**src/rtl/core/acep_pkg.sv**
```systemverilog
// Shared constants, lane type and arctangent table for the arc centre / end point
// polar converter. No dependencies; used by every module under rtl/core.
`default_nettype none

package acep_pkg;

    localparam int unsigned COORD_W       = 32;
    localparam int unsigned RAD_W         = COORD_W - 1;
    localparam int unsigned ANGLE_W       = 16;
    localparam int unsigned TURN_W        = 32;
    localparam int unsigned GUARD_BITS    = 8;
    localparam int unsigned XW            = 44;
    localparam int unsigned CORDIC_STAGES = 16;

    // 1/K of the CORDIC, Q0.30
    localparam int unsigned GAIN_W        = 30;
    localparam logic [GAIN_W-1:0] INV_GAIN = 30'h26DD3B6A;
    localparam int unsigned GAIN_SPLIT    = 24;

    localparam logic [1:0] OP_END    = 2'd0;
    localparam logic [1:0] OP_CENTRE = 2'd1;
    localparam logic [1:0] OP_POLAR  = 2'd2;

    typedef struct packed {
        logic [1:0]                 op;
        logic                       degen;
        logic signed [COORD_W-1:0]  px;
        logic signed [COORD_W-1:0]  py;
        logic signed [XW-1:0]       x;
        logic signed [XW-1:0]       y;
        logic [TURN_W-1:0]          ang;
    } lane_t;

    // atan(2^-i) as a fraction of a full turn, scaled by 2^32
    function automatic logic [TURN_W-1:0] atan_turn(input int unsigned idx);
        logic [TURN_W-1:0] v;
        case (idx)
            0:  v = 32'h20000000;
            1:  v = 32'h12E4051E;
            2:  v = 32'h09FB385B;
            3:  v = 32'h051111D4;
            4:  v = 32'h028B0D43;
            5:  v = 32'h0145D7E1;
            6:  v = 32'h00A2F61E;
            7:  v = 32'h00517C55;
            8:  v = 32'h0028BE53;
            9:  v = 32'h00145F2F;
            10: v = 32'h000A2F98;
            11: v = 32'h000517CC;
            12: v = 32'h00028BE6;
            13: v = 32'h000145F3;
            14: v = 32'h0000A2F9;
            15: v = 32'h0000517C;
            16: v = 32'h000028BE;
            17: v = 32'h0000145F;
            18: v = 32'h00000A2F;
            19: v = 32'h00000517;
            20: v = 32'h0000028B;
            21: v = 32'h00000145;
            22: v = 32'h000000A2;
            23: v = 32'h00000051;
            24: v = 32'h00000028;
            25: v = 32'h00000014;
            26: v = 32'h0000000A;
            27: v = 32'h00000005;
            28: v = 32'h00000002;
            29: v = 32'h00000001;
            default: v = '0;
        endcase
        return v;
    endfunction

endpackage

`default_nettype wire

```
**src/rtl/core/acep_post.sv**
```systemverilog
// Back end: offset rounding, magnitude gain removal, saturation and the output
// register. Two registered stages. Depends on acep_pkg.
`default_nettype none

module acep_post (
    input  wire logic                        aclk,
    input  wire logic                        aresetn,
    input  wire logic                        up_valid,
    output logic                             up_ready,
    input  wire acep_pkg::lane_t             up_lane,
    output logic                             m_valid,
    input  wire logic                        m_ready,
    output logic [acep_pkg::COORD_W-1:0]     result_x,
    output logic [acep_pkg::COORD_W-1:0]     result_y,
    output logic [acep_pkg::RAD_W-1:0]       result_radius,
    output logic [acep_pkg::ANGLE_W-1:0]     result_bearing,
    output logic                             degenerate
);

    localparam int unsigned CW     = acep_pkg::COORD_W;
    localparam int unsigned RAD_W  = acep_pkg::RAD_W;
    localparam int unsigned AW     = acep_pkg::ANGLE_W;
    localparam int unsigned XW     = acep_pkg::XW;
    localparam int unsigned TURN_W = acep_pkg::TURN_W;
    localparam int unsigned GB     = acep_pkg::GUARD_BITS;
    localparam int unsigned GW     = acep_pkg::GAIN_W;
    localparam int unsigned SPLIT  = acep_pkg::GAIN_SPLIT;
    localparam int unsigned DW     = XW - GB;
    localparam int unsigned SW     = DW + 1;
    localparam int unsigned HI_W   = XW - 2 - SPLIT;
    localparam int unsigned HIP_W  = HI_W + GW;
    localparam int unsigned LOP_W  = SPLIT + GW;
    localparam int unsigned SUM_W  = HIP_W + 1;
    localparam int unsigned RSH    = GW + GB - SPLIT;
    localparam int unsigned R_W    = SUM_W - RSH;
    localparam logic signed [XW-1:0] HALF_LSB = XW'(1) << (GB - 1);
    localparam logic [LOP_W:0] ROUND_ADD = (LOP_W+1)'(1) << (GW + GB - 1);
    localparam logic [TURN_W-1:0] BRG_ROUND = TURN_W'(1) << (TURN_W - AW - 1);
    localparam logic [CW-1:0] COORD_MAX = {1'b0, {(CW-1){1'b1}}};
    localparam logic [CW-1:0] COORD_MIN = {1'b1, {(CW-1){1'b0}}};

    logic                 p_valid_reg;
    logic [1:0]           p_op_reg;
    logic                 p_degen_reg;
    logic signed [CW-1:0] p_px_reg, p_py_reg;
    logic signed [DW-1:0] p_dx_reg, p_dy_reg;
    logic [HIP_W-1:0]     p_hip_reg;
    logic [LOP_W-1:0]     p_lop_reg;
    logic [TURN_W-1:0]    p_ang_reg;
    logic                 p_ready;

    logic                 o_valid_reg;
    logic [CW-1:0]        o_rx_reg, o_ry_reg;
    logic [RAD_W-1:0]     o_rr_reg;
    logic [AW-1:0]        o_rb_reg;
    logic                 o_dg_reg;
    logic                 o_ready;

    logic signed [XW-1:0] xr, yr;
    logic signed [DW-1:0] dx, dy;
    logic signed [SW-1:0] sx, sy;
    logic [CW-1:0]        cx, cy;
    logic [LOP_W:0]       lo_sum;
    logic [SUM_W-1:0]     r_sum;
    logic [R_W-1:0]       r_full;
    logic [RAD_W-1:0]     r_sat;
    logic [TURN_W-1:0]    b_sum;

    function automatic logic [CW-1:0] sat_coord(input logic signed [SW-1:0] v);
        logic [CW-1:0] res;
        if (v > SW'(signed'(COORD_MAX))) begin
            res = COORD_MAX;
        end else if (v < signed'(SW'(signed'(COORD_MIN)))) begin
            res = COORD_MIN;
        end else begin
            res = v[CW-1:0];
        end
        return res;
    endfunction

    assign o_ready  = !o_valid_reg || m_ready;
    assign p_ready  = !p_valid_reg || o_ready;
    assign up_ready = p_ready;

    always_ff @(posedge aclk) begin
        if (!aresetn) begin
            p_valid_reg <= 1'b0;
            o_valid_reg <= 1'b0;
        end else begin
            if (p_ready) begin
                p_valid_reg <= up_valid;
            end
            if (o_ready) begin
                o_valid_reg <= p_valid_reg;
            end
        end
    end

    always_comb begin
        xr = (up_lane.x + HALF_LSB) >>> GB;
        yr = (up_lane.y + HALF_LSB) >>> GB;
        dx = signed'(xr[DW-1:0]);
        dy = signed'(yr[DW-1:0]);
        if (up_lane.op == acep_pkg::OP_CENTRE) begin
            dx = -dx;
            dy = -dy;
        end
    end

    always_ff @(posedge aclk) begin
        if (p_ready && up_valid) begin
            p_op_reg    <= up_lane.op;
            p_degen_reg <= up_lane.degen;
            p_px_reg    <= up_lane.px;
            p_py_reg    <= up_lane.py;
            p_dx_reg    <= dx;
            p_dy_reg    <= dy;
            p_hip_reg   <= HIP_W'(up_lane.x[XW-3:SPLIT]) * HIP_W'(acep_pkg::INV_GAIN);
            p_lop_reg   <= LOP_W'(up_lane.x[SPLIT-1:0]) * LOP_W'(acep_pkg::INV_GAIN);
            p_ang_reg   <= up_lane.ang;
        end
    end

    always_comb begin
        sx     = SW'(p_px_reg) + SW'(p_dx_reg);
        sy     = SW'(p_py_reg) + SW'(p_dy_reg);
        cx     = sat_coord(sx);
        cy     = sat_coord(sy);
        lo_sum = (LOP_W+1)'(p_lop_reg) + ROUND_ADD;
        r_sum  = SUM_W'(p_hip_reg) + SUM_W'(lo_sum[LOP_W:SPLIT]);
        r_full = r_sum[SUM_W-1:RSH];
        r_sat  = (r_full[R_W-1:RAD_W] != '0) ? {RAD_W{1'b1}} : r_full[RAD_W-1:0];
        b_sum  = p_ang_reg + BRG_ROUND;
    end

    always_ff @(posedge aclk) begin
        if (o_ready && p_valid_reg) begin
            o_rx_reg <= '0;
            o_ry_reg <= '0;
            o_rr_reg <= '0;
            o_rb_reg <= '0;
            o_dg_reg <= 1'b0;
            unique case (p_op_reg)
                acep_pkg::OP_END, acep_pkg::OP_CENTRE: begin
                    o_rx_reg <= cx;
                    o_ry_reg <= cy;
                end
                acep_pkg::OP_POLAR: begin
                    if (p_degen_reg) begin
                        o_dg_reg <= 1'b1;
                    end else begin
                        o_rr_reg <= r_sat;
                        o_rb_reg <= b_sum[TURN_W-1:TURN_W-AW];
                    end
                end
                default: begin
                end
            endcase
        end
    end

    assign m_valid        = o_valid_reg;
    assign result_x       = o_rx_reg;
    assign result_y       = o_ry_reg;
    assign result_radius  = o_rr_reg;
    assign result_bearing = o_rb_reg;
    assign degenerate     = o_dg_reg;

endmodule

`default_nettype wire

```
**config.mk**
```make
export PLATFORM = sky130hd
export DESIGN_NAME = acep_post
export DESIGN_NICKNAME = d
export VERILOG_FILES = /design/src/rtl/core/acep_pkg.sv /design/src/rtl/core/acep_post.sv
export SDC_FILE = /design/constraint.sdc
export NUM_CORES = 2
export LEC_CHECK = 0
export BUFFER_PORTS_ARGS = -buffer_cell sky130_fd_sc_hd__buf_2
export CORE_MARGIN = 1
export CORE_UTILIZATION = 40
export CTS_CLUSTER_SIZE = 16
export DETAILED_ROUTE_END_ITERATION = 10
export SLEW_MARGIN = 20
export SYNTH_ARGS = -nofsm -noshare
export SYNTH_HDL_FRONTEND = slang
export SYNTH_SLANG_ARGS = --single-unit
```
**constraint.sdc**
```tcl
create_clock -name aclk -period 10.41 [get_ports aclk]
set_clock_uncertainty 0.05 [all_clocks]
set_input_delay 2.082 -clock aclk [delete_from_list [all_inputs] [get_ports aclk]]
set_output_delay 2.082 -clock aclk [all_outputs]
set_load 0.02 [all_outputs]
```
==> out/metrics.cfg <==
[detailed_routing]
via_count=28550
drtPass1Iterations=8
wl_per_cell_um=20.0
wl_met2_mm=54.5
route.met3.wl_mm=6.52
viasPerCell=5.11
drt-total-wl_mm=112
top_layer_used=met5
m1WireLength_mm=47.8
detail-route-antenna-nets=0
drcViolationCount=4
drt_iter0_markers=1627

[setup_path]
cp_top_family=adder cells
path_common_cell=fa_1
critPathMaxStageDelay_ps=560
crit_path_start_kind=input pin
worstSetupPathType=in -> reg
arrival_ps=9170
path_cells=buf_2 > ha_1 > inv_1 > fa_1 > fa_1 > inv_1 > fa_1 > fa_1 > fa_1 > inv_1 > fa_1 > inv_1 > ha_1 > nand2_1 > o21ai_0 > nand4b_1 > a2111oi_1 > buf_4 > nor3_1 > o21ai_0 > a31oi_1 > a21o_1 > a21oi_1 > xnor2_1
crit_slowest_cell=fa_1
crit_buf_inv=6
crit_path_max_fanout=10
required_ps=10710
end_kind=register

[synth]
yosysWarnings=0
postSynthCellCount=3899
ys_seq_elements=346
ys_seq_area_share_pct=25.3
synth_top_area_share_pct=25.2
synthTopCellsByArea=edfxtp_1 (25%), fa_1 (25%), ha_1 (15%), inv_1 (6.9%), xnor2_1 (4.5%)
avgSynthCellArea_um2=10.5
synth.distinct_cells=109
synth.cell_area_mm2=0.0411
synth_nets=5098
synth-async-reset-ratio_pct=0
synthFlopType=edfxtp_1
synth_edf_count=344
yosys.area.top_type=edfxtp_1

[clock_network]
clk_latency_ps=610
cts_buffer_depth=3
clock-sinks=346
root_buffer=clkbuf_16
cts_tree=yes
cts-htree-levels=2
cts_resized=0
cts_hold_repair.buffers=0
cts_made_buffers=44
cts_setup_buffers=0
clkTransAtPathRegs_ps=60

[min_path]
hold_class=reg -> reg

[sta]
finalSetupViolCount=0
fin_crit_sh_pct=85.2
max_freq_ghz=0.113
tightest_slew_ps=959
tns_ps=0
rsz0062_at_grt=no
fin_crit_ps=8870
hold_viol=0
max-slew-margin-rel_pct=36.1
drv_slew=0

[layout]
area_growth_pct=10.8
drive_above_1_share_pct=10.8
fin_nets=5376
nFillCells=9711
largest_reg_flops=47

[global_route]
antenna_found_initial=17
grt.overflow.total=0
grt_max_degree=160
grt_pass1_vias=29002
grt_first_pass_wirelength_mm=172
grt_usage_pct=21.8

[flow_run]
cap_violations=0

[outcome]
violations=DRC
outcome=finished, violations left

[floorplanning]
num_rows=117
initial_core_util_pct=40.4
core_area_mm2=0.102
die_w_um=322
die-height_um=322
dieArea_mm2=0.104
io_pins=305

[placed_design]
place_hpwl_mm=94.6
finalWeightedCongestion=0.940
io_buffer_count=282

[cells in the mapped netlist (all sizes together) (8+ instances only)]
master / n
or2: 12
nor2b: 25
or3: 14
nand2: 173
a31oi: 32
and3: 41
edfxtp: 344
o2111ai: 8
a21boi: 13
o31ai: 14
a31o: 11
inv: 754
xor2: 121
ha: 504
nor4: 13
o21bai: 17
o21ai: 109
nand3: 82
a211oi: 24
o21a: 26
and4: 18
o211ai: 11
nand4: 48
xnor2: 212
a21oi: 239
buf: 30
nor2: 153
and2: 18
a21o: 124
nand2b: 25
clkbuf: 37
fa: 504
nor3: 47
[final timing paths]
kind / to / slack, ps / depth (start not counted) / startpoint
setup / recovery: p_lop_reg[53] / 1540 / 24 / up_lane[92]
hold / removal: m_valid / 480 / 1 / p_valid_reg
setup reg to reg: result_radius[16] / 5580 / 16 / p_lop_reg[39]
hold reg to reg: m_valid / 480 / 1 / p_valid_reg
[per-layer routing]
layer / track usage [%] / vias up
met1: 28.8 / 14030
met3: 3.90 / 159
met2: 36.8 / 624
li1: - / 13723
met4: 5.78 / 14
met5: 0 / -
[stage by stage]
stage | instance area, µm² | hold slack [ps] | setup slack [ps] | util, % | cells
after floorplan | 41100 | 427 | 2080 | - | 3899
after global placement | 44000 | 462 | 977 | 43.2 | 5498
after detailed placement | 44000 | 481 | 935 | 43.2 | 5498
after CTS | 45500 | 490 | 1540 | 44.7 | 5580
after global routing | 45500 | 510 | 1120 | 44.7 | 5583
final | 45500 | 483 | 1540 | 44.7 | 5589
[layout make-up]
class,instances,area [µm²],area share [%]
Timing Repair Buffer,299,1560,3.44
Clock inverter,33,359,0.789
Clock buffer,49,1120,2.46
Multi-Input combinational cell,2732,27500,60.5
Tap cell,1368,1710,3.76
Antenna cell,8,20.0,0.0440
Sequential cell,346,10400,22.8
Inverter,754,2830,6.22
[worst reg2reg max path, delay by kind of cell, from the launching register on]
kind | cells | cell delay [ps]
buffers and inverters | 1 | 330
and+or+nand+nor | 6 | 1100
adders and majority gates | 1 | 300
AOI/OAI and AO/OA | 7 | 2110
DFF | 1 | 510
xor gates and xnor gates | 1 | 130
[cell families after synthesis]
kind of cell               Yosys count  synth area share [%]
AOI/OAI and AO/OA                  692                  11.0
xor gates and xnor gates           333                  7.14
adders and majority gates         1008                  39.9
buffers and inverters              821                  7.78
DFF                                346                  25.3
muxes                                7                 0.189
and+or+nand+nor                    692                  8.68
[layout by cell type, fill, tap and decap left out, drive strengths merged, types with 18 or more instances in the layout]
cell and n:
inv 758, fa 504, ha 504, edfxtp 344, buf 299, a21oi 239, xnor2 212, nand2 173
nor2 153, a21o 124, xor2 121, o21ai 109, nand3 82, clkbuf 49, nand4 48, nor3 47
and3 41, a31oi 32, o21a 26, nand2b 25, nor2b 25, a211oi 24, clkinv 20, and2 18
and4 18
Power is left out: the tool's default activity adds up to more than one toggle a clock period on the data nets, which glitch-free logic cannot reach.
