[config.mk]
export PLATFORM = sky130hd
export DESIGN_NAME = acep_prep
export DESIGN_NICKNAME = d
export VERILOG_FILES = /design/src/rtl/core/acep_pkg.sv /design/src/rtl/core/acep_prep.sv
export SDC_FILE = /design/constraint.sdc
export NUM_CORES = 2
export LEC_CHECK = 0
export BUFFER_PORTS_ARGS = -buffer_cell sky130_fd_sc_hd__buf_2
export CAP_MARGIN = 20
export CORE_UTILIZATION = 35
export CTS_CLUSTER_SIZE = 20
export DETAILED_ROUTE_END_ITERATION = 16
export PLACE_DENSITY = 0.64
export SLEW_MARGIN = 20
export SYNTH_ARGS = -nofsm -noshare
export SYNTH_HDL_FRONTEND = slang
export SYNTH_SLANG_ARGS = --single-unit
[constraint.sdc]
create_clock -name aclk -period 35.4 [get_ports aclk]
set_input_delay 7.08 -clock aclk [delete_from_list [all_inputs] [get_ports aclk]]
set_output_delay 7.08 -clock aclk [all_outputs]
set_load 0.03 [all_outputs]
[src/rtl/core/acep_pkg.sv]
// Shared constants, lane type and arctangent table for the arc centre / end point
// polar converter. No dependencies; used by every module under rtl/core.
`default_nettype none

package acep_pkg;

    localparam int unsigned COORD_W       = 32;
    localparam int unsigned RAD_W         = COORD_W - 1;
    localparam int unsigned ANGLE_W       = 16;
    localparam int unsigned TURN_W        = 32;
    localparam int unsigned GUARD_BITS    = 8;
    localparam int unsigned XW            = 44;
    localparam int unsigned CORDIC_STAGES = 16;

    // 1/K of the CORDIC, Q0.30
    localparam int unsigned GAIN_W        = 30;
    localparam logic [GAIN_W-1:0] INV_GAIN = 30'h26DD3B6A;
    localparam int unsigned GAIN_SPLIT    = 24;

    localparam logic [1:0] OP_END    = 2'd0;
    localparam logic [1:0] OP_CENTRE = 2'd1;
    localparam logic [1:0] OP_POLAR  = 2'd2;

    typedef struct packed {
        logic [1:0]                 op;
        logic                       degen;
        logic signed [COORD_W-1:0]  px;
        logic signed [COORD_W-1:0]  py;
        logic signed [XW-1:0]       x;
        logic signed [XW-1:0]       y;
        logic [TURN_W-1:0]          ang;
    } lane_t;

    // atan(2^-i) as a fraction of a full turn, scaled by 2^32
    function automatic logic [TURN_W-1:0] atan_turn(input int unsigned idx);
        logic [TURN_W-1:0] v;
        case (idx)
            0:  v = 32'h20000000;
            1:  v = 32'h12E4051E;
            2:  v = 32'h09FB385B;
            3:  v = 32'h051111D4;
            4:  v = 32'h028B0D43;
            5:  v = 32'h0145D7E1;
            6:  v = 32'h00A2F61E;
            7:  v = 32'h00517C55;
            8:  v = 32'h0028BE53;
            9:  v = 32'h00145F2F;
            10: v = 32'h000A2F98;
            11: v = 32'h000517CC;
            12: v = 32'h00028BE6;
            13: v = 32'h000145F3;
            14: v = 32'h0000A2F9;
            15: v = 32'h0000517C;
            16: v = 32'h000028BE;
            17: v = 32'h0000145F;
            18: v = 32'h00000A2F;
            19: v = 32'h00000517;
            20: v = 32'h0000028B;
            21: v = 32'h00000145;
            22: v = 32'h000000A2;
            23: v = 32'h00000051;
            24: v = 32'h00000028;
            25: v = 32'h00000014;
            26: v = 32'h0000000A;
            27: v = 32'h00000005;
            28: v = 32'h00000002;
            29: v = 32'h00000001;
            default: v = '0;
        endcase
        return v;
    endfunction

endpackage

`default_nettype wire

[src/rtl/core/acep_prep.sv]
// Front end: input register, radius gain multiply and quadrant fold, start vectors.
// Three registered stages. Depends on acep_pkg.
`default_nettype none

module acep_prep (
    input  wire logic                               aclk,
    input  wire logic                               aresetn,
    input  wire logic                               s_valid,
    output logic                                    s_ready,
    input  wire logic [1:0]                         operation,
    input  wire logic signed [acep_pkg::COORD_W-1:0] point_x,
    input  wire logic signed [acep_pkg::COORD_W-1:0] point_y,
    input  wire logic signed [acep_pkg::COORD_W-1:0] other_x,
    input  wire logic signed [acep_pkg::COORD_W-1:0] other_y,
    input  wire logic [acep_pkg::RAD_W-1:0]          radius_in,
    input  wire logic [acep_pkg::ANGLE_W-1:0]        bearing_in,
    output logic                                    dn_valid,
    input  wire logic                               dn_ready,
    output acep_pkg::lane_t                         dn_lane
);

    localparam int unsigned CW     = acep_pkg::COORD_W;
    localparam int unsigned DW     = CW + 1;
    localparam int unsigned RAD_W  = acep_pkg::RAD_W;
    localparam int unsigned XW     = acep_pkg::XW;
    localparam int unsigned TURN_W = acep_pkg::TURN_W;
    localparam int unsigned GB     = acep_pkg::GUARD_BITS;
    localparam int unsigned GW     = acep_pkg::GAIN_W;
    localparam int unsigned SPLIT  = acep_pkg::GAIN_SPLIT;
    localparam int unsigned HI_W   = RAD_W - (SPLIT - GB);
    localparam int unsigned HIP_W  = HI_W + GW;
    localparam int unsigned LOP_W  = SPLIT + GW;
    localparam int unsigned SUM_W  = HIP_W + 1;
    localparam int unsigned MAG_W  = SUM_W - (GW - SPLIT);
    localparam logic [LOP_W:0] ROUND_ADD = (LOP_W+1)'(1) << (GW - 1);
    localparam logic [TURN_W-1:0] QUARTER = TURN_W'(1) << (TURN_W - 2);
    localparam logic [TURN_W-1:0] HALF    = TURN_W'(1) << (TURN_W - 1);

    // stage A: captured beat
    logic                     a_valid_reg;
    logic [1:0]               a_op_reg;
    logic signed [CW-1:0]     a_px_reg, a_py_reg;
    logic signed [DW-1:0]     a_dx_reg, a_dy_reg;
    logic [RAD_W-1:0]         a_rad_reg;
    logic [acep_pkg::ANGLE_W-1:0] a_brg_reg;
    logic                     a_ready;

    // stage B: partial products, fold
    logic                     b_valid_reg;
    logic [1:0]               b_op_reg;
    logic signed [CW-1:0]     b_px_reg, b_py_reg;
    logic signed [DW-1:0]     b_dx_reg, b_dy_reg;
    logic                     b_degen_reg;
    logic [HIP_W-1:0]         b_hip_reg;
    logic [LOP_W-1:0]         b_lop_reg;
    logic                     b_neg_reg;
    logic [TURN_W-1:0]        b_ang_reg;
    logic                     b_ready;

    // stage C: start lane
    logic                     c_valid_reg;
    acep_pkg::lane_t          c_lane_reg;
    acep_pkg::lane_t          c_lane_next;
    logic                     c_ready;

    logic [HI_W-1:0]          rad_hi;
    logic [SPLIT-1:0]         rad_lo;
    logic [TURN_W-1:0]        u_ang, u_test;
    logic [LOP_W:0]           lo_sum;
    logic [SUM_W-1:0]         mag_sum;
    logic [MAG_W-1:0]         mag;
    logic signed [XW-1:0]     mag_x, vx, vy;

    assign c_ready = !c_valid_reg || dn_ready;
    assign b_ready = !b_valid_reg || c_ready;
    assign a_ready = !a_valid_reg || b_ready;
    assign s_ready = a_ready;

    always_ff @(posedge aclk) begin
        if (!aresetn) begin
            a_valid_reg <= 1'b0;
            b_valid_reg <= 1'b0;
            c_valid_reg <= 1'b0;
        end else begin
            if (a_ready) begin
                a_valid_reg <= s_valid;
            end
            if (b_ready) begin
                b_valid_reg <= a_valid_reg;
            end
            if (c_ready) begin
                c_valid_reg <= b_valid_reg;
            end
        end
    end

    always_ff @(posedge aclk) begin
        if (a_ready && s_valid) begin
            a_op_reg  <= operation;
            a_px_reg  <= point_x;
            a_py_reg  <= point_y;
            a_dx_reg  <= DW'(other_x) - DW'(point_x);
            a_dy_reg  <= DW'(other_y) - DW'(point_y);
            a_rad_reg <= radius_in;
            a_brg_reg <= bearing_in;
        end
    end

    always_comb begin
        rad_hi = a_rad_reg[RAD_W-1:SPLIT-GB];
        rad_lo = {a_rad_reg[SPLIT-GB-1:0], GB'(0)};
        u_ang  = {a_brg_reg, (TURN_W - acep_pkg::ANGLE_W)'(0)};
        u_test = u_ang + QUARTER;
    end

    always_ff @(posedge aclk) begin
        if (b_ready && a_valid_reg) begin
            b_op_reg    <= a_op_reg;
            b_px_reg    <= a_px_reg;
            b_py_reg    <= a_py_reg;
            b_dx_reg    <= a_dx_reg;
            b_dy_reg    <= a_dy_reg;
            b_degen_reg <= (a_dx_reg == '0) && (a_dy_reg == '0);
            b_hip_reg   <= HIP_W'(rad_hi) * HIP_W'(acep_pkg::INV_GAIN);
            b_lop_reg   <= LOP_W'(rad_lo) * LOP_W'(acep_pkg::INV_GAIN);
            b_neg_reg   <= u_test[TURN_W-1];
            b_ang_reg   <= u_test[TURN_W-1] ? (u_ang ^ HALF) : u_ang;
        end
    end

    always_comb begin
        lo_sum  = (LOP_W+1)'(b_lop_reg) + ROUND_ADD;
        mag_sum = SUM_W'(b_hip_reg) + SUM_W'(lo_sum[LOP_W:SPLIT]);
        mag     = mag_sum[SUM_W-1:GW-SPLIT];
        mag_x   = signed'(XW'(mag));
        vx      = XW'(b_dx_reg) <<< GB;
        vy      = XW'(b_dy_reg) <<< GB;

        c_lane_next.op    = b_op_reg;
        c_lane_next.degen = b_degen_reg;
        c_lane_next.px    = b_px_reg;
        c_lane_next.py    = b_py_reg;
        if (b_op_reg == acep_pkg::OP_POLAR) begin
            if (b_dx_reg[DW-1]) begin
                c_lane_next.x   = -vx;
                c_lane_next.y   = -vy;
                c_lane_next.ang = HALF;
            end else begin
                c_lane_next.x   = vx;
                c_lane_next.y   = vy;
                c_lane_next.ang = '0;
            end
        end else begin
            c_lane_next.x   = b_neg_reg ? -mag_x : mag_x;
            c_lane_next.y   = '0;
            c_lane_next.ang = b_ang_reg;
        end
    end

    always_ff @(posedge aclk) begin
        if (c_ready && b_valid_reg) begin
            c_lane_reg <= c_lane_next;
        end
    end

    assign dn_valid = c_valid_reg;
    assign dn_lane  = c_lane_reg;

endmodule

`default_nettype wire

==> run summary <==
Final worst clock skew: 0.0462 ns
First-pass GRT wire length: 150000 um
Core ar.: 0.116 mm2
DR DRC count: 0
Setup crit end: s_ready
Post-layout util: 40.1%
Share of post-route cells with drive strength above 1: 12.5%
Post-synth ARST share: 0%
CP endpoint kind: output port
Routed Antenna Nets: 0
Ports: 370
DR vias/cell: 4.84
Worst-path maximum fanout: 6
CP dominant cell by count: buf_2
Die height: 344 um
Area occupied by multi-input gates: 0.0215 mm2
Largest net degree at the start of global routing: 154
Critical Path RT: 28.32 ns
Starting Density: 35.3%
Flops & latches, synth: 568
Synth Flop Type: edfxtp_1
Metal2 WL: 46300 um
Tmin final: 15.23 ns
Worst Tran Pin Value: 1.00 ns
Critical Path Source: dn_ready
Synth Instances: 3511
Reg2reg path depth: 25
Top sig layer: met5
YS warnings: 0
IO buf count: 345
Vias in the first global route: 26.2k
Final hold violation count: 0
# Max-Cap Violations: 0
Seq/Total Area, Yosys: 41.5%
Clock Sinks: 568
Largest register FFs: 163
Setup slack, reg-to-reg: 27.33 ns
Fillers: 11.0k
Kind of critical path: in -> out
Outcome: completed
Total Nets Final: 4799
Initial antenna violation count: 11
Avg Inst Size Synth: 11.7 um2
Sum of negative setup slack: 0 ns
Worst hold path class: reg -> reg
Hold buffer count at cts: 0
Clock latency on the worst-skew pair: 0.68 ns
Fmax: 0.0657 GHz
Total track usage: 16.4%
Hold_ws: 0.396 ns
Die ar.: 0.118 mm2
DRT Pass-1 Iters: 6
Final period util: 43.0%
CP Cell Sequence: buf_2 -> nor2b_1 -> nand3_1 -> buf_2
Placer Congestion: 0.944
Max_slew headroom: 33.3%
WL/cell: 17.9 um
Final Setup Violations: 0
Post-CTS setup buffers: 0
WL met1: 42900 um
CTS tree: done
Synthesized area: 0.0410 mm2
DP Area: 0.0445 mm2
RR Endpoint: b_lop_reg[51]$_DFFE_PP_
Worst Path Arrival: 8.15 ns
Post-synth cell types: 83
Area Overhead vs Synth: 13.6%
CTS H-tree depth: 2
Unrepaired setup endpoints after global routing: no
Post-layout instance area: 0.0466 mm2
CP Launch Type: input port
Family with the most delay on the worst path: simple AND/OR/NAND/NOR gates
Slew Limit Fails: 0
CTS clk-pin slew, worst paths: 0.06 ns
Resized cells post-CTS: 0
Crit path depth: 4
Register area: 0.0170 mm2
Post-synth EDFFs: 565
RR Startpoint: a_rad_reg[5]$_DFFE_PP_
Initial drt markers: 1635
Clock Tree Buf Depth: 3
Via count: 26.5k
WL met3: 5800 um
Total congestion overflow: 0
Num CTS Buffers: 61
Site Rows: 125
Worst path max stage delay: 0.58 ns
Die W: 344 um
CTS root buf: clkbuf_16
Slowest cell on the critical path: nor2b_1
Post-DP HPWL: 78800 um
Final wirelength: 97700 um
Worst path bufs/invs: 2
[layer usage]
metal	vias to the layer above	track usage, %
met1	12900	21.5
met5	-	0
li1	12800	-
met4	6	4.91
met3	121	3.42
met2	617	27.2
[worst min-delay path by stage]
stage                                          to  slack, ns                    from  cells past startpoint
after detailed placement  b_ang_reg[17]$_DFFE_PP_       0.40  a_brg_reg[1]$_DFFE_PP_                      0
final                       b_px_reg[7]$_DFFE_PP_       0.40   a_px_reg[7]$_DFFE_PP_                      0
after CTS                   b_px_reg[7]$_DFFE_PP_       0.40   a_px_reg[7]$_DFFE_PP_                      0
after floorplan           b_ang_reg[16]$_DFFE_PP_       0.40  a_brg_reg[0]$_DFFE_PP_                      0
after global routing        b_px_reg[7]$_DFFE_PP_       0.42   a_px_reg[7]$_DFFE_PP_                      0
after global placement    b_ang_reg[18]$_DFFE_PP_       0.40  a_brg_reg[2]$_DFFE_PP_                      0
[cells in the mapped netlist, types with 4 or more instances]
cell type | n | area, um2
a211o_1 | 13 | 114
a211oi_1 | 18 | 135
a21boi_0 | 6 | 45.0
a21o_1 | 83 | 623
a21oi_1 | 152 | 761
a221oi_1 | 11 | 96.3
a31o_2 | 4 | 35.0
a31oi_1 | 14 | 87.6
and2_1 | 39 | 244
and3_1 | 32 | 200
and4_1 | 9 | 78.8
buf_2 | 7 | 35.0
buf_4 | 24 | 180
clkbuf_1 | 38 | 143
edfxtp_1 | 565 | 17000
fa_1 | 320 | 6410
ha_1 | 417 | 5220
inv_1 | 602 | 2260
mux2i_1 | 6 | 60.1
nand2_1 | 149 | 559
nand2b_1 | 40 | 250
nand3_1 | 54 | 270
nand4_1 | 12 | 75.1
nand4b_1 | 4 | 35.0
nor2_1 | 169 | 634
nor2b_1 | 28 | 175
nor3_1 | 38 | 190
nor4_1 | 28 | 175
o2111ai_1 | 10 | 87.6
o211a_1 | 5 | 50.1
o211ai_1 | 13 | 97.6
o21a_1 | 21 | 158
o21ai_0 | 117 | 586
o21ai_1 | 5 | 25.0
o21bai_1 | 20 | 150
o221ai_1 | 4 | 35.0
o31a_1 | 5 | 43.8
o31ai_1 | 27 | 203
o41ai_1 | 9 | 78.8
or2_2 | 16 | 100
or3_1 | 18 | 113
or4_1 | 14 | 105
xnor2_1 | 170 | 1490
xor2_1 | 109 | 955
[layout by cell type (no fill, tap or decap), types with 61 or more instances in the layout]
cell type / n
xnor2_1: 170
nor2_1: 169
ha_1: 417
a21o_1: 83
fa_1: 320
inv_1: 602
xor2_1: 109
a21oi_1: 152
nand2_1: 149
edfxtp_1: 565
o21ai_0: 117
clkbuf_16: 61
buf_2: 345
[per-stage QoR]
step,setup slack [ns],std cells
floorplan,11.03,3534
global placement,20.22,5342
detailed placement,20.19,5342
CTS,20.19,5457
global route,20.08,5462
finish,20.17,5463
[layout make-up]
cell class                 count  share of cell area (%)
multi-input combinational   2292                    46.1
sequential                   568                    36.6
antenna                        6                  0.0322
timing repair buffer         355                    3.90
clock buffer                  64                    3.30
inverter                     603                    4.86
tap                         1524                    4.09
clock inverter                51                    1.17
[cell families after synthesis]
group / synth area share (%)
flops: 41.5
xor+xnor: 5.96
buf+inv: 6.41
fa+ha+maj: 28.4
mux: 0.174
compound gates: 9.33
other cells: 0.00915
simple gates: 8.21
Power is left out: the tool's default activity adds up to more than one toggle a clock period on the data nets, which glitch-free logic cannot reach.
