## src/rtl/core/acep_pkg.sv

```systemverilog
// Shared constants, lane type and arctangent table for the arc centre / end point
// polar converter. No dependencies; used by every module under rtl/core.
`default_nettype none

package acep_pkg;

    localparam int unsigned COORD_W       = 32;
    localparam int unsigned RAD_W         = COORD_W - 1;
    localparam int unsigned ANGLE_W       = 16;
    localparam int unsigned TURN_W        = 32;
    localparam int unsigned GUARD_BITS    = 8;
    localparam int unsigned XW            = 44;
    localparam int unsigned CORDIC_STAGES = 16;

    // 1/K of the CORDIC, Q0.30
    localparam int unsigned GAIN_W        = 30;
    localparam logic [GAIN_W-1:0] INV_GAIN = 30'h26DD3B6A;
    localparam int unsigned GAIN_SPLIT    = 24;

    localparam logic [1:0] OP_END    = 2'd0;
    localparam logic [1:0] OP_CENTRE = 2'd1;
    localparam logic [1:0] OP_POLAR  = 2'd2;

    typedef struct packed {
        logic [1:0]                 op;
        logic                       degen;
        logic signed [COORD_W-1:0]  px;
        logic signed [COORD_W-1:0]  py;
        logic signed [XW-1:0]       x;
        logic signed [XW-1:0]       y;
        logic [TURN_W-1:0]          ang;
    } lane_t;

    // atan(2^-i) as a fraction of a full turn, scaled by 2^32
    function automatic logic [TURN_W-1:0] atan_turn(input int unsigned idx);
        logic [TURN_W-1:0] v;
        case (idx)
            0:  v = 32'h20000000;
            1:  v = 32'h12E4051E;
            2:  v = 32'h09FB385B;
            3:  v = 32'h051111D4;
            4:  v = 32'h028B0D43;
            5:  v = 32'h0145D7E1;
            6:  v = 32'h00A2F61E;
            7:  v = 32'h00517C55;
            8:  v = 32'h0028BE53;
            9:  v = 32'h00145F2F;
            10: v = 32'h000A2F98;
            11: v = 32'h000517CC;
            12: v = 32'h00028BE6;
            13: v = 32'h000145F3;
            14: v = 32'h0000A2F9;
            15: v = 32'h0000517C;
            16: v = 32'h000028BE;
            17: v = 32'h0000145F;
            18: v = 32'h00000A2F;
            19: v = 32'h00000517;
            20: v = 32'h0000028B;
            21: v = 32'h00000145;
            22: v = 32'h000000A2;
            23: v = 32'h00000051;
            24: v = 32'h00000028;
            25: v = 32'h00000014;
            26: v = 32'h0000000A;
            27: v = 32'h00000005;
            28: v = 32'h00000002;
            29: v = 32'h00000001;
            default: v = '0;
        endcase
        return v;
    endfunction

endpackage

`default_nettype wire

```

## src/rtl/core/acep_cell.sv

```systemverilog
// One CORDIC micro-rotation cell: registered lane plus valid, rotation or vectoring
// chosen per beat. Depends on acep_pkg.
`default_nettype none

module acep_cell #(
    parameter int unsigned SHIFT = 0
) (
    input  wire logic           aclk,
    input  wire logic           aresetn,
    input  wire logic           up_valid,
    output logic                up_ready,
    input  wire acep_pkg::lane_t up_lane,
    output logic                dn_valid,
    input  wire logic           dn_ready,
    output acep_pkg::lane_t     dn_lane
);

    localparam int unsigned XW     = acep_pkg::XW;
    localparam int unsigned TURN_W = acep_pkg::TURN_W;
    localparam logic [TURN_W-1:0] STEP_ANG = acep_pkg::atan_turn(SHIFT);

    logic            valid_reg;
    acep_pkg::lane_t lane_reg;
    acep_pkg::lane_t lane_next;
    logic signed [XW-1:0] xs;
    logic signed [XW-1:0] ys;
    logic            turn_pos;

    always_comb begin
        xs = up_lane.x >>> SHIFT;
        ys = up_lane.y >>> SHIFT;
        if (up_lane.op == acep_pkg::OP_POLAR) begin
            turn_pos = up_lane.y[XW-1];
        end else begin
            turn_pos = !up_lane.ang[TURN_W-1];
        end
        lane_next = up_lane;
        if (turn_pos) begin
            lane_next.x   = up_lane.x - ys;
            lane_next.y   = up_lane.y + xs;
            lane_next.ang = up_lane.ang - STEP_ANG;
        end else begin
            lane_next.x   = up_lane.x + ys;
            lane_next.y   = up_lane.y - xs;
            lane_next.ang = up_lane.ang + STEP_ANG;
        end
    end

    assign up_ready = !valid_reg || dn_ready;
    assign dn_valid = valid_reg;
    assign dn_lane  = lane_reg;

    always_ff @(posedge aclk) begin
        if (!aresetn) begin
            valid_reg <= 1'b0;
        end else if (up_ready) begin
            valid_reg <= up_valid;
        end
    end

    always_ff @(posedge aclk) begin
        if (up_ready && up_valid) begin
            lane_reg <= lane_next;
        end
    end

endmodule

`default_nettype wire

```

## config.mk

```make
export PLATFORM = sky130hd
export DESIGN_NAME = acep_cell
export DESIGN_NICKNAME = d
export VERILOG_FILES = /design/src/rtl/core/acep_pkg.sv /design/src/rtl/core/acep_cell.sv
export SDC_FILE = /design/constraint.sdc
export NUM_CORES = 1
export LEC_CHECK = 0
export BUFFER_PORTS_ARGS = -buffer_cell sky130_fd_sc_hd__buf_2
export CAP_MARGIN = 20
export CORE_ASPECT_RATIO = 1.5
export CORE_MARGIN = 3
export CORE_UTILIZATION = 30
export DETAILED_ROUTE_END_ITERATION = 10
export PLACE_DENSITY = 0.56
export SYNTH_ARGS = -nofsm -noshare
export SYNTH_HDL_FRONTEND = slang
export SYNTH_SLANG_ARGS = --single-unit
```

## constraint.sdc

```tcl
create_clock -name aclk -period 6.5 [get_ports aclk]
set_input_delay 0.65 -clock aclk [delete_from_list [all_inputs] [get_ports aclk]]
set_output_delay 0.65 -clock aclk [all_outputs]
set_load 0.02 [all_outputs]
```

==> metrics.md, run 1 <==
| Metric | Value |
|---|---|
| Largest net degree at the start of global routing | `187` |
| Fraction of final layout cells sized beyond drive strength 1 | `24.3%` |
| Top_reg_cell synth | `edfxtp_1` |
| Fmax | `248 MHz` |
| Worst-margin pin slew | `1.09 ns` |
| TritonCTS clock tree | `yes` |
| # DRC | `0` |
| NumNets Final | `2159` |
| Maximum vdd drop | `186 uV` |
| Total power | `3.94 mW` |
| Row count | `96` |
| Outcome | `finished, final reports clean` |
| RePlAce Congestion | `0.933` |
| WP buf/inv | `2` |
| Vias in the first global route | `13000` |
| Total GRT Usage | `21.7%` |
| Hold Crit Class | `primary input to flip-flop` |
| Slew headroom | `27.6%` |
| Crit-path max FO | `11` |
| CTS buffer count | `17` |
| Async S/R FF share, synth | `0%` |
| Final hold viol count | `0` |
| Synth Instances | `1479` |
| Hold Buf Count CTS | `0` |
| Number of synthesized flops with an enable pin | `186` |
| Initial antenna violation count | `8` |
| Critical Path Start | `up_lane[38]` |
| WL met3 | `3360 microns` |
| Synth cell types | `80` |
| Clk sinks | `187` |
| HPWL after detailed placement | `45500 microns` |
| CP required | `6.70 ns` |
| GRT Residual Overflow | `0` |
| Gate power share | `33.5%` |
| Syn-to-layout area delta | `21.7%` |
| Crit path launch type | `primary input` |
| M1 wire length | `19800 microns` |
| Met2 WL post-DR | `29800 microns` |
| Post-CTS Setup Inserts | `0` |
| Die height | `270 microns` |
| Seq cells post-synth | `187` |
| Tcrit/Tclk final | `62.1%` |
| Starting Density | `30.4%` |
| Setup TNS | `0 ns` |
| Die width | `182 microns` |
| R2r startpoint | `dn_valid$_SDFFE_PN0N_` |
| Leak | `7.28 nW` |
| Min-delay src | `up_lane[5]` |
| Avg Cell Area, Syn | `9.42 sq um` |
| Syn_nets | `1819` |
| Resize count post-CTS | `0` |
| Max stage delay on crit path | `0.63 ns` |
| Number of nets with antenna violations after routing | `0` |
| Power density cells | `232 nW/um^2` |
| Final Max Slew Viols | `0` |
| Final min period | `4.04 ns` |
| Clock share of power | `27.5%` |
| Most frequent CP cell | `a21oi_1` |
| Io pins | `380` |
| CP top delay family | `compound AO/OA/AOI/OAI gates` |
| 1st-iter DRT viols | `803` |
| Final setup violation count | `0` |
| # Max-Cap Violations | `0` |
| Top Layer Used | `met5` |
| P_int | `2.45 mW` |
| Clock latency on the worst-skew pair | `0.45 ns` |
| Clock Tree Root | `clkbuf_16` |
| Clock slew at reported path FFs | `0.08 ns` |
| Critical path class | `primary input to flip-flop` |
| Unrepaired setup endpoints after global routing | `no` |
| First-pass GRT wire length | `80400 microns` |
| Critical Path AT | `4.24 ns` |
| Port bufs | `379` |
| Die Area | `49100 sq um` |
| Net Sw Power | `1.49 mW` |
| DR WL/cell | `23.1 microns` |
| Via density | `5.33` |
| Switch share | `37.8%` |
| Flop pwr share | `39.1%` |
| Final wirelength | `56100 microns` |
| H-tree levels | `4` |
| Slowest cell on the critical path | `a211oi_1` |
| Area of the core | `45800 sq um` |
| Endpoint class of the critical path | `flip-flop` |
| Synth Warn # | `0` |
| Crit-path cells | `buf_2 -> inv_1 -> ha_1 -> a21oi_1 -> o21ai_0 -> a211oi_1 -> o21bai_1 -> a21oi_1 -> o21ai_1 -> a21oi_1 -> o32a_1 -> a31oi_1 -> xnor2_1` |
| TritonRoute pass-1 iters | `7` |
| Fin Clk Skew | `0.0132 ns` |
| Vias | `12900` |
| CTS Buffer Depth | `2` |
| Seq/Total Area, Yosys | `40.2%` |
| Filler cells | `4692` |
| Post-Syn Area | `13900 sq um` |
==> path summary, 6_finish.rpt <==
kind                            end  slack (ns)  cells after the start
max          dn_lane[119]$_DFFE_PP_        2.46                     13
min            dn_lane[5]$_DFFE_PP_        0.37                      1
max reg2reg   dn_lane[59]$_DFFE_PP_        4.42                      3
min reg2reg   dn_valid$_SDFFE_PN0N_        0.77                      2
==> final cells by class <==
type / count / area, sq um / share of cell area, %
diodes: 4 / 10.0 / 0.0590
repair buffers: 384 / 1950 / 11.5
multi-input cells: 1087 / 7530 / 44.4
inverters: 142 / 533 / 3.14
flip-flops and latches: 187 / 5610 / 33.1
well taps: 588 / 736 / 4.34
clock buffers: 18 / 429 / 2.53
clock inverters: 14 / 165 / 0.974
==> sequential cells by signal, summed over array words and instances, names as in the netlist <==
signal	flops
dn_valid	1
dn_lane	186
==> kinds of logic (layout without fill, tap and decap cells) <==
group	count (synthesis)	after routing	synth area share [%]
compound gates	504	504	22.5
simple gates	332	332	11.3
buf+inv	205	558	5.81
flops	187	187	40.2
fa+ha+maj	149	149	13.6
xor+xnor	82	82	5.16
mux	20	20	1.46
other cells	0	4	0
==> routing by layer <==
layer | track usage [%] | vias to the layer above
met5 | 0 | -
met4 | 10.8 | 4
met3 | 3.64 | 136
met2 | 41.9 | 572
met1 | 22.0 | 6165
li1 | - | 6049
==> cells in the final DEF (no fill, tap or decap), types with 5 or more instances in the layout <==
cell type  synthesis  routed
a211oi_1          12      12
a21boi_0           5       5
a21o_1            24      24
a21oi_1          194     194
a221oi_1           7       7
a31oi_1           13      13
buf_2             13     379
clkbuf_16          0      17
clkinv_1           6       6
edfxtp_1         186     186
ha_1             145     145
inv_1            131     130
inv_2              5       6
inv_8              0       5
mux2i_1           17      17
nand2_1           80      80
nand2b_1          13      13
nand3_1           23      23
nand4_1           19      19
nor2_1           109     109
nor2b_1            8       8
nor3_1            32      32
nor4_1            16      16
o2111ai_1          8       8
o211ai_1          14      14
o21a_1            19      19
o21ai_0           95      95
o21ai_1           10       9
o21bai_1          42      42
o31ai_1           14      14
or3_1              6       6
or4_1              7       7
xnor2_1           74      74
xor2_1             8       8
==> through the flow <==
| stage | setup WS (ns) | hold slack (ns) | cell area [sq um] | util, % | cells |
|---|---|---|---|---|---|
| global route | 2.30 | 0.341 | 16900 | 37.0 | 2421 |
| finish | 2.46 | 0.366 | 17000 | 37.0 | 2424 |
| CTS | 2.52 | 0.337 | 16900 | 37.0 | 2420 |
| global placement | 2.02 | 0.732 | 16300 | 35.7 | 2388 |
| floorplan | 0.745 | 0.749 | 13900 | - | 1479 |
| detailed placement | 2.03 | 0.742 | 16300 | 35.7 | 2388 |
==> power groups by stage <==
stage	registers [mW]	logic [mW]	clock network (mW)
6_report	1.54	1.32	1.08
4_1_cts	1.54	1.32	1.13
2_1_floorplan	1.72	0.671	0
5_1_grt	1.55	1.41	1.17
3_5_place_dp	1.57	1.31	0
3_3_place_gp	1.57	1.31	0
==> worst reg2reg max path, delay by kind of cell (launching register included) <==
family	cells	cell delay (ns)
buf+inv	1	0.68
simple gates	2	0.50
flops	1	0.31
==> synth_stat cells (all sizes together), types with 12 or more instances <==
| cell type | n | area, sq um |
|---|---|---|
| a211oi | 12 | 90.1 |
| edfxtp | 186 | 5590 |
| clkbuf | 31 | 118 |
| o211ai | 15 | 118 |
| inv | 136 | 510 |
| a31oi | 13 | 81.3 |
| nand3 | 24 | 125 |
| o21a | 19 | 143 |
| a21o | 24 | 180 |
| xnor2 | 74 | 648 |
| buf | 32 | 159 |
| nand4 | 19 | 119 |
| mux2i | 17 | 170 |
| o21bai | 42 | 315 |
| ha | 145 | 1810 |
| o21ai | 108 | 552 |
| nor2 | 110 | 415 |
| o31ai | 15 | 118 |
| nand2b | 13 | 81.3 |
| a21oi | 194 | 971 |
| nor4 | 16 | 100 |
| nand2 | 80 | 300 |
| nor3 | 33 | 170 |
(Power assumes the default switching activity.)
==> run 2, diff against run 1 <==
==> constraint.sdc (replaced) <==
create_clock -name aclk -period 3.9 [get_ports aclk]
set_input_delay 0.39 -clock aclk [delete_from_list [all_inputs] [get_ports aclk]]
set_output_delay 0.39 -clock aclk [all_outputs]
set_load 0.02 [all_outputs]
==> metrics.md, run 2 (synthesis gave the netlist of run 1 again) <==
| Metric | Value |
|---|---|
| Total power | `6.77 mW (+72%)` |
| GRT Residual Overflow | `0 (unchanged)` |
| # Max-Cap Violations | `0 (unchanged)` |
| NumNets Final | `2277 (+5.5%)` |
| Row count | `96 (unchanged)` |
| WP buf/inv | `4 (+2)` |
| Io pins | `380 (unchanged)` |
| R2R Setup Slk | `1.82 ns (-2.60 ns)` |
| Commonest cells after routing, fill and taps aside | `379 x buf_2, 194 x a21oi_1, 186 x edfxtp_1` |
| Crit path launch type | `primary input` |
| Resize count post-CTS | `0 (unchanged)` |
| Hold Crit Class | `primary input to flip-flop` |
| Fraction of final layout cells sized beyond drive strength 1 | `29.0% (+4.6 points)` |
| Die Area | `49100 sq um (unchanged)` |
| Crit-path cells | `buf_2 -> buf_4 -> ha_1 -> inv_1 -> fa_1 -> nor2_1 -> o21ai_1 -> a311oi_1 -> buf_4 -> o211ai_1 -> a31o_2 -> a21oi_1 -> nor4bb_1 -> nor2_1 -> a211oi_1 -> xnor2_1` |
| H-tree levels | `4 (unchanged)` |
| HPWL after detailed placement | `47900 microns (+5.4%)` |
| CTS Buffer Depth | `2 (unchanged)` |
| Die height | `270 microns (unchanged)` |
| Via density | `5.26 (-1.4%)` |
| Clock slew at reported path FFs | `0.09 ns (about the same)` |
| Cells after DPL | `2506 (+4.9%)` |
| # DRC | `0 (unchanged)` |
| Fin Clk Skew | `0.0115 ns (-0.00172 ns)` |
| Final Max Slew Viols | `0 (unchanged)` |
| Final Instance Area | `17900 sq um (+5.5%)` |
| Filler cells | `4734 (+0.90%)` |
| Setup TNS | `0 ns (unchanged)` |
| Worst-margin pin slew | `0.716 ns (-0.371 ns)` |
| Clock latency on the worst-skew pair | `0.46 ns (about the same)` |
| 1st-iter DRT viols | `786 (-2.1%)` |
| Hold depth | `1 (unchanged)` |
| Initial antenna violation count | `11 (+3)` |
| Tcrit/Tclk final | `87.6%` |
| Hold path endpoint | `dn_lane[6]$_DFFE_PP_` |
| Final min period | `3.42 ns` |
| TritonCTS clock tree | `yes` |
| Final hold viol count | `0 (unchanged)` |
| CP required | `4.09 ns (-2.61 ns)` |
| Die width | `182 microns (unchanged)` |
| Min-delay src | `up_lane[6]` |
| Max stage delay on crit path | `0.64 ns (about the same)` |
| RePlAce Congestion | `0.987 (+5.8%)` |
| Area after DPL | `17300 sq um (+5.6%)` |
| Fmax | `293 MHz` |
| Hold Buf Count CTS | `0 (unchanged)` |
| Port bufs | `379 (unchanged)` |
| Clock Tree Root | `clkbuf_16` |
| Post-CTS Setup Inserts | `0 (unchanged)` |
| Number of nets with antenna violations after routing | `0 (unchanged)` |
| Total GRT Usage | `22.5% (+0.81 points)` |
| Final setup violation count | `0 (unchanged)` |
| Starting Density | `30.4% (unchanged)` |
| Largest net degree at the start of global routing | `57 (-70%)` |
| Clk sinks | `187 (unchanged)` |
| Layout Cells excl Fill | `2544 (+5.0%)` |
| Setup slack after layout | `0.484 ns (-1.98 ns)` |
| Vias in the first global route | `14000 (+7.5%)` |
| DR WL/cell | `22.5 microns (-2.7%)` |
| Crit-path max FO | `4 (-7)` |
| First-pass GRT wire length | `83900 microns (+4.3%)` |
| Final wirelength | `57300 microns (+2.1%)` |
| Unrepaired setup endpoints after global routing | `no` |
| Outcome | `finished, final reports clean` |
| CP top delay family | `compound AO/OA/AOI/OAI gates` |
| TritonRoute pass-1 iters | `7 (unchanged)` |
| Vias | `13400 (+3.5%)` |
| Commonest non-fill, non-tap cell in the layout | `buf_2` |
| Power density cells | `379 nW/um^2 (+63%)` |
| Area of the core | `45800 sq um (unchanged)` |
| Endpoint class of the critical path | `flip-flop` |
| RR Endpoint | `dn_lane[140]$_DFFE_PP_` |
| Max FFs per register | `186 (unchanged)` |
| Syn-to-layout area delta | `28.4%` |
| R2r startpoint | `dn_valid$_SDFFE_PN0N_` |
| Place WS | `-0.000735 ns (-2.03 ns)` |
| Slowest cell on the critical path | `nor4bb_1` |
| Critical path class | `primary input to flip-flop` |
| Critical Path AT | `3.61 ns (-0.63 ns)` |
| CTS buffer count | `17 (unchanged)` |
| Maximum vdd drop | `299 uV (+61%)` |
| Leak | `7.86 nW (+8.0%)` |
| Reg2reg path depth | `3 (unchanged)` |
| Slew headroom | `51.8% (+24 points)` |
run 2: worst max path at each step:
stage,endpoint,start,cells past startpoint,slack [ns]
floorplan,dn_lane[0]$_DFFE_PP_,dn_ready,2,0.48
global placement,dn_lane[119]$_DFFE_PP_,up_lane[40],14,0.04
detailed placement,dn_lane[119]$_DFFE_PP_,up_lane[40],14,-0.0007
CTS,dn_lane[119]$_DFFE_PP_,up_lane[40],14,0.50
global route,dn_lane[68]$_DFFE_PP_,up_lane[32],16,0.30
finish,dn_lane[68]$_DFFE_PP_,up_lane[32],16,0.48
run 2: routing by layer:
| layer | vias up | GRT usage (%) | wire (microns) |
|---|---|---|---|
| li1 | 6282 | - | - |
| met1 | 6333 | 22.4 | 20000 |
| met2 | 597 | 43.0 | 30500 |
| met3 | 166 | 4.20 | 3340 |
| met4 | 2 | 12.5 | 3410 |
| met5 | - | 0 | 14 |
run 2: report_power, final:
| group | switching [mW] | internal (mW) |
|---|---|---|
| logic | 1.52 | 0.855 |
| registers | 0.0684 | 2.49 |
| clock network | 0.955 | 0.880 |
run 2: final cells by class:
cell class	instances	area, sq um	share of cell area, %
inverter	142	533	2.98
tap	588	736	4.11
timing repair buffer	502	2860	16.0
antenna	6	15.0	0.0839
multi-input combinational	1087	7530	42.1
clock inverter	15	188	1.05
sequential	187	5610	31.3
clock buffer	17	425	2.38
run 2: per-stage QoR:
stage / utilization [%] / hold slack (ns)
finish: 39.1 / 0.0999
detailed placement: 37.7 / 0.568
CTS: 39.1 / 0.0716
global route: 39.1 / 0.0714
global placement: 37.7 / 0.566
floorplan: - / 0.489
